## config.mk

```make
export PLATFORM = sky130hd
export DESIGN_NAME = imm_mac
export DESIGN_NICKNAME = d
export VERILOG_FILES = /design/src/rtl/imm_pkg.sv /design/src/rtl/imm_mac.sv
export SDC_FILE = /design/constraint.sdc
export NUM_CORES = 1
export LEC_CHECK = 0
export BUFFER_PORTS_ARGS = -buffer_cell sky130_fd_sc_hd__buf_2
export CELL_PAD_IN_SITES_DETAIL_PLACEMENT = 0
export CELL_PAD_IN_SITES_GLOBAL_PLACEMENT = 1
export CORE_MARGIN = 2
export CORE_UTILIZATION = 45
export DETAILED_ROUTE_END_ITERATION = 6
export MAX_ROUTING_LAYER = met4
export PLACE_DENSITY_LB_ADDON = 0.1
export SYNTH_ARGS = -nofsm -noshare
export SYNTH_HDL_FRONTEND = slang
export SYNTH_SLANG_ARGS = --single-unit
export TNS_END_PERCENT = 50
```

## constraint.sdc

```tcl
create_clock -name clk -period 4.4 [get_ports clk]
set_input_delay 0.44 -clock clk [delete_from_list [all_inputs] [get_ports clk]]
set_output_delay 0.44 -clock clk [all_outputs]
set_load 0.05 [all_outputs]
```

## src/rtl/imm_pkg.sv

```systemverilog
// shared types and constants for the integer matrix multiply unit
// no dependencies
package imm_pkg;

    localparam int unsigned MAX_DIM_DEFAULT = 16;
    localparam int unsigned DATA_W          = 32;
    localparam int unsigned DIM_W           = 5;
    localparam int unsigned IDX_W           = 4;
    localparam int unsigned CFG_IDX_W       = 2;

    localparam logic [DIM_W-1:0] DIM_RESET = 5'd16;

    // request codes
    localparam logic [1:0] REQ_STORE_A = 2'd0;
    localparam logic [1:0] REQ_STORE_B = 2'd1;
    localparam logic [1:0] REQ_READ    = 2'd2;

    // configuration register indexes
    localparam logic [CFG_IDX_W-1:0] CFG_ROWS_A    = 2'd0;
    localparam logic [CFG_IDX_W-1:0] CFG_INNER_LEN = 2'd1;
    localparam logic [CFG_IDX_W-1:0] CFG_COLS_B    = 2'd2;

    typedef struct packed {
        logic [1:0]              req_type;
        logic [IDX_W-1:0]        row_index;
        logic [IDX_W-1:0]        col_index;
        logic signed [DATA_W-1:0] element_value;
    } in_word_t;

    typedef struct packed {
        logic signed [DATA_W-1:0] product_value;
        logic                     range_error;
    } out_word_t;

    typedef struct packed {
        logic clear;
        logic mul_valid;
        logic mul_last;
    } mac_ctl_t;

    function automatic logic [DIM_W-1:0] clamp_dim(logic [DIM_W-1:0] v, int unsigned lim);
        logic [DIM_W-1:0] r;
        r = (32'(v) > lim) ? DIM_W'(lim) : v;
        return r;
    endfunction

endpackage

```

## src/rtl/imm_mac.sv

```systemverilog
// multiply-accumulate datapath: registered product, then running sum
// depends on imm_pkg
module imm_mac (
    input  logic                          clk,
    input  logic                          rst_n,
    input  imm_pkg::mac_ctl_t             ctl,
    input  logic [imm_pkg::DATA_W-1:0]    a_data,
    input  logic [imm_pkg::DATA_W-1:0]    b_data,
    output logic                          done,
    output logic [imm_pkg::DATA_W-1:0]    sum
);

    logic [imm_pkg::DATA_W-1:0] prod_reg;
    logic [imm_pkg::DATA_W-1:0] prod_next;
    logic [imm_pkg::DATA_W-1:0] acc_reg;
    logic [imm_pkg::DATA_W-1:0] acc_next;
    logic                       pv_reg;
    logic                       plast_reg;

    // low word of the product is the same for signed and unsigned
    assign prod_next = a_data * b_data;
    assign acc_next  = acc_reg + prod_reg;

    always_ff @(posedge clk or negedge rst_n)
    begin
        if (!rst_n)
        begin
            pv_reg    <= 1'b0;
            plast_reg <= 1'b0;
        end
        else
        begin
            pv_reg    <= ctl.mul_valid;
            plast_reg <= ctl.mul_valid & ctl.mul_last;
        end
    end

    always_ff @(posedge clk)
    begin
        if (ctl.mul_valid)
        begin
            prod_reg <= prod_next;
        end
        if (ctl.clear)
        begin
            acc_reg <= '0;
        end
        else if (pv_reg)
        begin
            acc_reg <= acc_next;
        end
    end

    assign done = pv_reg & plast_reg;
    assign sum  = acc_next;

endmodule

```

# Yosys cells after proc, flatten, opt, wreduce, memory -nomap -nowiden
# Index checks and enable logic that the tools add are counted.
totals:
  regBits: 66
  latchBits: 0
  ramBits: 0
  mem_bits_ro: 0
  in_bits: 69
  memories: 0
classes:
  n_addsub: 1
  multipliers: 1
  n_div: 0
  magnitude_cmp: 0
  eq_ne: 0
  shifts: 0
  mux: 0
  n_bitwise: 2
  n_reduce_logical: 0
op_table:
  columns: ["cell", "n"]
  rows:
  - ["$add A32 B32 Y32", 1]
  - ["$mul A32 B32 Y32", 1]
  - ["$and A1 B1 Y1", 2]

# Longest topological paths before layout
# Gate-level depths: netlist (run 1).
depth:
  ltp_word: 1
  depth_mapped: 27
  depth_no_buf: 25

# Least setup slack after synthesis (run 1)
# Ideal clock, no wire load.
synth_path:
  kind: "input port to flip-flop"
  startpoint: "in b_data[2] (netlist bit)"
  endpoint: "reg prod_reg[27] (netlist bit), data pin"
  arrival_ps: 6561
  setup_slack_ps: -2419
  stages: 25
  n_path_buf: 3
  cell_sequence: "clkbuf_1 > clkbuf_1 > and2_1 > fa_1 > inv_1 > fa_1 > fa_1 > fa_1 > inv_1 > fa_1 > inv_1 > fa_1 > inv_1 > fa_1 > fa_1 > ha_1 > clkbuf_1 > nand2_1 > nor2_1 > a21boi_0 > o21ai_0 > o21ai_0 > a21o_1 > a31oi_1 > xnor2_1"
synth_between:
  elab_chain_len: 1
synth_rtl:
  columns: ["element", "line", "source"]
  rows:
  - ["start, declared", "imm_mac.sv:8", "input logic [imm_pkg::DATA_W-1:0] b_data,"]
  - ["$mul A32 B32 Y32", "imm_mac.sv:21", "assign prod_next = a_data * b_data;"]
  - ["named net prod_next, one bit", "imm_mac.sv:14", "logic [imm_pkg::DATA_W-1:0] prod_next;"]
  - ["end signal, assigned", "imm_mac.sv:42", "prod_reg <= prod_next;"]
  - ["end, declared", "imm_mac.sv:13", "logic [imm_pkg::DATA_W-1:0] prod_reg;"]
# The timed path passes the listed nets, and every way through them passes these cells.
# A chain may end at the register's enable or synchronous reset.

# Worst setup path after layout (run 1)
layout_path:
  startpoint: "in b_data[3] (netlist bit)"
  endpoint: "reg prod_reg[27] (netlist bit), data pin"
# Same word-level chain as after synthesis.

==> reports/metrics.csv, run 1 <==
metric,value,unit
Peak Freq,158.6,MHz
Overflow after GRT,0,
antenna-violating nets left,0,
worst hold start,ctl[0],
Cells after Synth,2116,
Async SR Flop Fraction,0.03030,
Die ar.,44700,sq um
Site Rows,75,
worst min path class,primary input to flip-flop,
die extent in x,211.4,um
vias per cell,5.024,
Worst EP required,4.50,ns
TritonRoute pass-1 iters,6,
clk buf depth,2,
RSZ-0062 raised after global routing,yes,
post-layout util,0.5755,
Rel. slew slack,0.4881,
Die Y,211.4,um
Overall Global Routing Usage,0.2680,
skew final,0.006436,ns
worst hold path depth,2,
Layout Nets,3041,
Cell variety after synth,58,
clk sinks,66,
count of final setup violators,24,
H-tree depth,3,
share of layout cells above drive strength 1,0.2647,
remaining design rule violation count,0,
starting density of the core,0.4585,
Worst-path clk slew,0.06,ns
R2R Setup Slk,1.14,ns
CTS tree,built,
Starting DRT DRC Count,664,
status,"finished, violations left",
synthesized net count,2748,
DRT Wirelength,55.52,mm
I/O Buffers,101,
Area Growth Syn to Fin,25.53,%
synthesized area,19360,sq um
worst-margin pin slew,0.7679,ns
Worst R2R Path Depth,10,
CP Class,primary input to flip-flop,
Yosys reg bits,66,
CP Launch Type,primary input,
violated checks,setup timing,
Placement Setup Slack,-2.686,ns
Tcrit/Tclk final,1.433,
top_reg_cell synth,edfxtp_1,
ANT cells,0,
Reg2Reg Capture Point,acc_reg[29]$_SDFFE_PP0P_,
vias,14840,
DP HPWL,47.22,mm
clock root buffer,clkbuf_16,
first-pass GRT wire length,87.92,mm
Final Hold Viols,0,
wire length per cell,18.80,um
core area,42230,sq um
clk_lat worst skew,0.35,ns
GPL Wtd Cong,1.018,
initial antenna violation count,0,
worst reg2reg path startpoint,prod_reg[16]$_DFFE_PP_,
Post-Layout Cell Count,2953,
Post-synth EDFFs,32,
largest net degree at the start of global routing,37,
"critical path fanouts, max",7,
Critical path origin,b_data[3],
Max-Cap Viols,0,
Worst EP arrival,6.40,ns
placed insts,2890,
vias in the first global route,15910,
PnR worst setup slack,-1.904,ns
sequential fraction of the synthesis area,0.08530,
Post-Syn Area per Cell,9.150,sq um
Final Max Tran Viols,0,
Tmin final,6.304,ns
TNS Setup,-34.77,ns
Top Ports,102,
Hold Path End,plast_reg$_DFF_PN0_,
Setup crit end kind,flip-flop,
Ys Warns,0,
CTS buffer count,9,
## layer usage
| metal | up-vias | global-route usage | share of wire | routed length [um] |
|---|---|---|---|---|
| met4 | 0 | 0.08961 | 0.036 | 2014 |
| met1 | 7406 | 0.3536 | 0.44 | 24650 |
| li1 | 6971 | - | - | - |
| met3 | 87 | 0.04005 | 0.059 | 3299 |
| met2 | 373 | 0.4252 | 0.46 | 25560 |
| met5 | - | - | 0 | 0 |
## cell type report
type / count / area (sq um)
fillers: 3820 / 17920
multi-input cells: 1539 / 16860
repair buffers: 382 / 3268
flip-flops and latches: 66 / 1653
inverters: 411 / 1543
well taps: 539 / 674.4
clock buffers: 9 / 225.2
clock inverters: 7 / 82.58
## repair_timing
action	4_1_cts	5_1_grt
setup buffers	23	25
gates resized for setup	176	222
hold buffers	1	0
cloned	1	1
endpoints found under the setup margin	25	25
hold endpoints to repair	2	0
pin swaps	82	176
## cells in the final DEF, fill, tap and decap left out, drive strengths merged, types with 5 or more instances in the layout
master / n
nor3: 10
dfxtp: 32
ha: 154
clkbuf: 12
nor2b: 6
o21a: 11
nand4: 5
a21o: 18
and2: 272
o21bai: 8
nand3: 13
o21ai: 19
xnor2: 83
edfxtp: 32
nand2: 283
a211oi: 7
a21oi: 55
nor2: 67
and3: 6
mux2i: 28
buf: 378
xor2: 27
fa: 409
inv: 415
nor3b: 5
## critical path, stage by stage
cell	delay, ns
buf_12	0.11
buf_12	0.12
and2_4	0.13
fa_1	0.51
inv_1	0.06
fa_1	0.51
fa_1	0.45
fa_1	0.54
inv_2	0.05
fa_1	0.47
inv_1	0.05
fa_1	0.47
inv_1	0.05
fa_1	0.45
fa_1	0.52
ha_4	0.31
buf_6	0.10
nand2_4	0.04
nor2_4	0.10
a21boi_4	0.21
o21ai_4	0.09
o21ai_4	0.20
a21o_1	0.18
a31oi_1	0.10
xnor2_1	0.13
## cells in the mapped netlist, types with 2 or more instances
cell type / count / area [sq um]
a2111oi_0: 3 / 26.28
a211o_1: 2 / 17.52
a211oi_1: 6 / 45.04
a21o_1: 18 / 135.1
a21oi_1: 55 / 275.3
a221o_1: 3 / 30.03
a221oi_1: 2 / 17.52
a311o_1: 2 / 20.02
a31o_2: 3 / 26.28
a31oi_1: 4 / 25.02
and2_1: 272 / 1702
and3_1: 5 / 31.28
buf_1: 2 / 7.510
clkbuf_1: 97 / 364.1
dfrtp_1: 2 / 50.05
dfxtp_1: 32 / 640.6
edfxtp_1: 32 / 960.9
fa_1: 409 / 8188
ha_1: 154 / 1927
inv_1: 411 / 1543
mux2i_1: 28 / 280.3
nand2_1: 283 / 1062
nand2b_1: 4 / 25.02
nand3_1: 13 / 65.06
nand3b_1: 2 / 15.01
nand4_1: 5 / 31.28
nor2_1: 67 / 251.5
nor2b_1: 6 / 37.54
nor3_1: 10 / 50.05
nor3b_1: 5 / 37.54
nor4_1: 4 / 25.02
o2111ai_1: 2 / 17.52
o211ai_1: 2 / 15.01
o21a_1: 11 / 82.58
o21ai_0: 19 / 95.09
o21bai_1: 8 / 60.06
o311ai_0: 4 / 35.03
xnor2_1: 83 / 727.0
xor2_1: 27 / 236.5
## cell families after synthesis
| logic type | after synthesis | share of synthesized area |
|---|---|---|
| AOI/OAI and AO/OA | 155 | 0.05345 |
| xor gates and xnor gates | 110 | 0.04976 |
| adders and majority gates | 563 | 0.5224 |
| buffers and inverters | 511 | 0.09913 |
| DFF | 66 | 0.08530 |
| muxes | 29 | 0.01506 |
| and+or+nand+nor | 682 | 0.1749 |
## worst max path at each step
stage                        endpoint  slack, ns  depth (start not counted)
2_1_floorplan  prod_reg[31]$_DFFE_PP_      -2.08                         25
3_3_place_gp   prod_reg[31]$_DFFE_PP_      -2.63                         24
3_5_place_dp   prod_reg[31]$_DFFE_PP_      -2.69                         24
4_1_cts        prod_reg[27]$_DFFE_PP_      -1.98                         24
5_1_grt        prod_reg[31]$_DFFE_PP_      -2.11                         24
6_report       prod_reg[27]$_DFFE_PP_      -1.90                         25
## through the flow
step | hold WS, ns | instance area, sq um
after floorplan | 0.1444 | 19470
after global placement | 0.2249 | 22060
after detailed placement | 0.2252 | 22060
after CTS | 0.2796 | 23260
after global routing | 0.3159 | 24300
final | 0.3002 | 24300
Power of run 1 is not shown: default switching activity piles up to over one toggle a cycle in this logic, so the estimate is an artifact.
==> run 2, diff against run 1 <==
--- a/config.mk
+++ b/config.mk
@@ -6,10 +6,10 @@
 export NUM_CORES = 1
 export LEC_CHECK = 0
 export BUFFER_PORTS_ARGS = -buffer_cell sky130_fd_sc_hd__buf_2
-export CELL_PAD_IN_SITES_DETAIL_PLACEMENT = 0
-export CELL_PAD_IN_SITES_GLOBAL_PLACEMENT = 1
+export CELL_PAD_IN_SITES_DETAIL_PLACEMENT = 1
+export CELL_PAD_IN_SITES_GLOBAL_PLACEMENT = 2
 export CORE_MARGIN = 2
-export CORE_UTILIZATION = 45
+export CORE_UTILIZATION = 41
 export DETAILED_ROUTE_END_ITERATION = 6
 export MAX_ROUTING_LAYER = met4
 export PLACE_DENSITY_LB_ADDON = 0.1
==> reports/metrics.csv, run 2 (synthesis results as in run 1) <==
metric,value,unit,change
PnR worst setup slack,-2.022,ns,-0.1181 ns
Final Max Tran Viols,0,,unchanged
Site Rows,79,,+5.3%
violated checks,setup timing,,
starting density of the core,0.4159,,-0.04262
clock root buffer,clkbuf_16,,
CP Class,primary input to flip-flop,,
Tmin final,6.422,ns,+0.1181 ns
die extent in x,221.3,um,+4.7%
count of final setup violators,24,,unchanged
Die Y,221.3,um,+4.7%
"critical path fanouts, max",4,,-3
Placement Setup Slack,-2.801,ns,-0.1150 ns
routed wl met2,31.73,mm,+24%
core area,46560,sq um,+10%
Rel. slew slack,0.4926,,+0.004535
I/O Buffers,101,,unchanged
Layout Nets,3059,,+0.59%
vias in the first global route,17210,,+8.2%
Hold Path End,plast_reg$_DFF_PN0_,,
DRT Wirelength,63.27,mm,+14%
first-pass GRT wire length,99.10,mm,+13%
Starting DRT DRC Count,651,,-2.0%
antenna-violating nets left,0,,unchanged
clk sinks,66,,unchanged
CTS tree,built,,
Overall Global Routing Usage,0.2695,,+0.001495
Die ar.,48980,sq um,+9.6%
Worst-path clk slew,0.06,ns,about the same
DRT met1 WL,28.42,mm,+15%
Worst R2R Path Depth,10,,unchanged
vias,15240,,+2.7%
DR top layer,met4,,
vias per cell,5.013,,-0.22%
"most common cell after layout, fill and taps aside",inv_1,,
Reg2Reg Capture Point,acc_reg[29]$_SDFFE_PP0P_,,
DP HPWL,52.89,mm,+12%
Overflow after GRT,0,,unchanged
TritonRoute pass-1 iters,5,,-1
worst-margin pin slew,0.7610,ns,-0.006802 ns
Area Growth Syn to Fin,26.98,%,
clk buf depth,2,,unchanged
routed length on met3,1.782,mm,-46%
clk_lat worst skew,0.35,ns,about the same
initial antenna violation count,0,,unchanged
worst hold path depth,2,,unchanged
Final Hold Viols,0,,unchanged
status,"finished, violations left",,
share of layout cells above drive strength 1,0.2718,,+0.007087
Worst EP required,4.50,ns,about the same
H-tree depth,3,,unchanged
Tcrit/Tclk final,1.460,,+0.02683
worst hold start,ctl[0],,
wire length per cell,20.82,um,+11%
RSZ-0062 raised after global routing,yes,,
R2R Setup Slk,1.11,ns,-0.03 ns
Setup crit end kind,flip-flop,,
GPL Wtd Cong,0.9044,,-11%
CP Launch Type,primary input,,
Peak Freq,155.7,MHz,-1.8%
worst min path class,primary input to flip-flop,,
most frequent cells in the layout,"inv_1 (369), fa_1 (350), nand2_1 (272)",,
Top Ports,102,,unchanged
remaining design rule violation count,0,,unchanged
ANT cells,0,,unchanged
Worst EP arrival,6.52,ns,+0.12 ns
CTS buffer count,9,,unchanged
largest net degree at the start of global routing,37,,unchanged
worst reg2reg path startpoint,prod_reg[16]$_DFFE_PP_,,
skew final,0.007165,ns,+0.0007297 ns
Max-Cap Viols,0,,unchanged
==> run 2: cell types whose count changed in the layout (fill, tap and decap cells not counted), moves of 5 or more <==
| cell | change |
|---|---|
| fa_2 | +7 |
| inv_2 | -5 |
| buf_12 | +5 |
| inv_1 | +5 |
| buf_4 | +17 |
| buf_6 | +6 |
| fa_1 | -7 |
==> run 2: per-layer routing <==
layer / up-vias / global-route usage
met1: 7942 / 0.3570
met4: 0 / 0.05824
met5: - / -
li1: 6994 / -
met3: 56 / 0.01195
met2: 244 / 0.4608
==> run 2: worst max-delay path: stages <==
cell and delay, ns:
buf_12 0.10, buf_4 0.13, and2_1 0.15, fa_2 0.58, fa_1 0.46, fa_1 0.51
inv_2 0.07, fa_1 0.56, inv_2 0.05, fa_1 0.55, inv_2 0.05, fa_2 0.41
fa_1 0.53, inv_2 0.04, fa_2 0.36, xnor2_2 0.15, xnor2_1 0.15, xnor2_1 0.22
xnor2_1 0.17, xnor2_1 0.16, xnor2_1 0.13, xnor2_2 0.27, buf_4 0.20, xnor2_1 0.06
==> run 2: cell type report <==
| class | count | area, sq um |
|---|---|---|
| fillers | 5264 | 21970 |
| multi-input cells | 1539 | 16860 |
| repair buffers | 400 | 3461 |
| flip-flops and latches | 66 | 1653 |
| inverters | 411 | 1543 |
| well taps | 607 | 759.5 |
| clock buffers | 9 | 225.2 |
| clock inverters | 7 | 82.58 |
==> run 2: worst max-delay path by stage <==
stage / start / endpoint / slack, ns / cells after the start
global placement: b_data[3] / prod_reg[31]$_DFFE_PP_ / -2.70 / 25
global route: b_data[5] / prod_reg[31]$_DFFE_PP_ / -2.16 / 25
CTS: b_data[10] / prod_reg[31]$_DFFE_PP_ / -2.00 / 23
finish: b_data[4] / prod_reg[31]$_DFFE_PP_ / -2.02 / 24
detailed placement: b_data[3] / prod_reg[31]$_DFFE_PP_ / -2.80 / 24
floorplan: b_data[4] / prod_reg[31]$_DFFE_PP_ / -2.08 / 25
==> run 2: per-stage QoR <==
step | instances | TNS [ns] | instance area, sq um | utilization | hold slack (ns)
floorplan | 2116 | -36.99 | 19470 | - | 0.1444
global placement | 2961 | -48.29 | 22170 | 0.4762 | 0.2260
detailed placement | 2961 | -50.05 | 22170 | 0.4762 | 0.2273
CTS | 3026 | -35.47 | 24070 | 0.5169 | 0.2866
global route | 3039 | -40.54 | 24580 | 0.5281 | 0.3016
finish | 3039 | -36.95 | 24580 | 0.5281 | 0.3010
==> run 2: what timing repair did <==
item | 4_1_cts | 5_1_grt
hold endpoints to repair | 2 | 0
endpoints found under the setup margin | 25 | 25
buffers inserted | 51 | 14
resized for setup | 305 | 104
pin swaps | 90 | 49
hold buffers | 1 | 0
Power of run 2 is left out for the same reason.
==> run 3, diff against run 2 <==
--- a/config.mk
+++ b/config.mk
@@ -6,13 +6,16 @@
 export NUM_CORES = 1
 export LEC_CHECK = 0
 export BUFFER_PORTS_ARGS = -buffer_cell sky130_fd_sc_hd__buf_2
+export CAP_MARGIN = 20
 export CELL_PAD_IN_SITES_DETAIL_PLACEMENT = 1
 export CELL_PAD_IN_SITES_GLOBAL_PLACEMENT = 2
 export CORE_MARGIN = 2
 export CORE_UTILIZATION = 41
+export CTS_BUF_LIST = sky130_fd_sc_hd__clkbuf_16
 export DETAILED_ROUTE_END_ITERATION = 6
 export MAX_ROUTING_LAYER = met4
 export PLACE_DENSITY_LB_ADDON = 0.1
+export RECOVER_POWER = 100
 export SYNTH_ARGS = -nofsm -noshare
 export SYNTH_HDL_FRONTEND = slang
 export SYNTH_SLANG_ARGS = --single-unit
==> reports/metrics.csv, run 3 (synthesis results as in run 1) <==
metric,value,unit,change
DRT Wirelength,63.33,mm,about the same
Die ar.,48980,sq um,unchanged
WHS,0.2996,ns,-0.001402 ns
Worst R2R Path Depth,10,,unchanged
worst-margin pin slew,1.815,ns,+1.054 ns
Site Rows,79,,unchanged
TritonRoute pass-1 iters,4,,-1
DRT met1 WL,28.39,mm,-0.12%
worst reg2reg path startpoint,prod_reg[16]$_DFFE_PP_,,
vias in the first global route,17210,,unchanged
R2R Setup Slk,0.77,ns,-0.34 ns
Tcrit/Tclk final,1.459,,about the same
"critical path, cell by cell",buf_12 > buf_4 > and2_1 > fa_2 > fa_1 > fa_1 > inv_2 > fa_1 > inv_2 > fa_1 > inv_2 > fa_2 > fa_1 > inv_2 > fa_2 > xnor2_2 > xnor2_1 > xnor2_1 > xnor2_1 > xnor2_1 > xnor2_1 > xnor2_2 > buf_4 > xnor2_1,,
"critical path fanouts, max",4,,unchanged
Final Max Tran Viols,63,,+63
Top Ports,102,,unchanged
Layout Nets,3059,,unchanged
H-tree depth,3,,unchanged
Overflow after GRT,0,,unchanged
antenna-violating nets left,0,,unchanged
routed length on met3,1.808,mm,+1.5%
clk buf depth,2,,unchanged
Critical path origin,b_data[4],,
vias per cell,5.017,,about the same
core area,46560,sq um,unchanged
first-pass GRT wire length,99.10,mm,unchanged
Worst EP required,4.50,ns,about the same
Worst-path clk slew,0.06,ns,about the same
Critical path buffers and inverters,7,,unchanged
"most used cell, CP",xnor2_1,,
PnR worst setup slack,-2.019,ns,+0.002800 ns
Max-Cap Viols,2,,+2
Setup crit end kind,flip-flop,,
CP Launch Type,primary input,,
Filler cells,5278,,+0.27%
Rel. slew slack,-0.2102,,-0.7028
share of layout cells above drive strength 1,0.2558,,-0.01604
most frequent cells in the layout,"inv_1 (369), fa_1 (350), nand2_1 (272)",,
remaining design rule violation count,0,,unchanged
CP endpoint,prod_reg[31]$_DFFE_PP_,,
Starting DRT DRC Count,651,,unchanged
wire length per cell,20.84,um,about the same
vias,15250,,+0.072%
CP Class,primary input to flip-flop,,
Worst EP arrival,6.52,ns,about the same
status,"finished, violations left",,
CTS buffer count,9,,unchanged
ANT cells,0,,unchanged
clk sinks,66,,unchanged
starting density of the core,0.4159,,unchanged
I/O Buffers,101,,unchanged
die extent in x,221.3,um,unchanged
Final Hold Viols,0,,unchanged
CTS tree,built,,
RSZ-0062 raised after global routing,yes,,
Overall Global Routing Usage,0.2695,,unchanged
Tmin final,6.419,ns,-0.002800 ns
Reg2Reg Capture Point,acc_reg[31]$_SDFFE_PP0P_,,
Peak Freq,155.8,MHz,about the same
clock root buffer,clkbuf_16,,
Area Growth Syn to Fin,26.57,%,
GPL Wtd Cong,0.9044,,unchanged
Critical-path top delay cell,fa_2,,
DR top layer,met4,,
clk_lat worst skew,0.35,ns,about the same
violated checks,"capacitance limit, slew limit, setup timing",,
routed wl met2,31.80,mm,+0.24%
Worst path max stage delay,0.58,ns,about the same
critical path depth,24,,unchanged
worst min path class,primary input to flip-flop,,
initial antenna violation count,0,,unchanged
DP HPWL,52.89,mm,unchanged
critical path's top delay family,adder cells,,
"most common cell after layout, fill and taps aside",inv_1,,
post-layout util,0.5264,,-0.001693
count of final setup violators,25,,+4.2%
largest net degree at the start of global routing,37,,unchanged
skew final,0.008060,ns,+0.0008942 ns
Die Y,221.3,um,unchanged
==> run 3: cell count changes in the layout (fill, tap and decap cells not counted), sizes merged <==
cell / before / now
buf: 399 / 361
clkbuf: 9 / 47
==> run 3: worst min-delay path by stage <==
stage	slack (ns)	start	depth (start not counted)	to
6_report	0.30	ctl[0]	2	plast_reg$_DFF_PN0_
5_1_grt	0.30	ctl[0]	2	plast_reg$_DFF_PN0_
4_1_cts	0.29	ctl[0]	2	plast_reg$_DFF_PN0_
3_5_place_dp	0.23	rst_n	1	plast_reg$_DFF_PN0_
3_3_place_gp	0.23	rst_n	1	plast_reg$_DFF_PN0_
2_1_floorplan	0.14	rst_n	0	plast_reg$_DFF_PN0_
==> run 3: area by class of cell <==
cell class	count	area, sq um	area share
sequential	66	1652	0.06739
timing repair buffer	400	3407	0.1390
tap	607	759.5	0.03099
clock buffer	9	225.2	0.009190
clock inverter	7	82.58	0.003370
inverter	411	1543	0.06295
multi-input combinational	1539	16840	0.6871
==> run 3: worst reg2reg max path, stage by stage, from the launching register on <==
cell and delay (ns):
edfxtp_1 0.40, ha_1 0.41, a21o_1 0.21, a21o_1 0.17, a221o_1 0.36, a211oi_1 0.60, o31ai_1 0.24, a221o_1 0.39
a221oi_1 0.33, mux2i_1 0.29, a21oi_1 0.09
==> run 3: what timing repair did <==
action                     in CTS  in global routing
hold buffers                    1                  0
buffers inserted               51                 14
pin swaps                      90                 49
setup endpoints to repair      25                 25
resized for setup             305                104
hold endpoints to repair        2                  0
==> run 3: routing by layer <==
metal  vias to the layer above  global-route usage
met5                         -                   -
met2                       266              0.4608
met3                        57             0.01195
met4                         0             0.05824
met1                      7928              0.3570
li1                       6996                   -
==> run 3: metrics by stage <==
stage | setup TNS (ns) | cell area (sq um) | instances | worst slack, ns
CTS | -35.47 | 24070 | 3026 | -2.001
finish | -37.08 | 24510 | 3039 | -2.019
detailed placement | -50.05 | 22170 | 2961 | -2.801
floorplan | -36.99 | 19470 | 2116 | -2.085
global placement | -48.29 | 22170 | 2961 | -2.696
global route | -41.62 | 24510 | 3039 | -2.164
Power of run 3 is left out for the same reason.
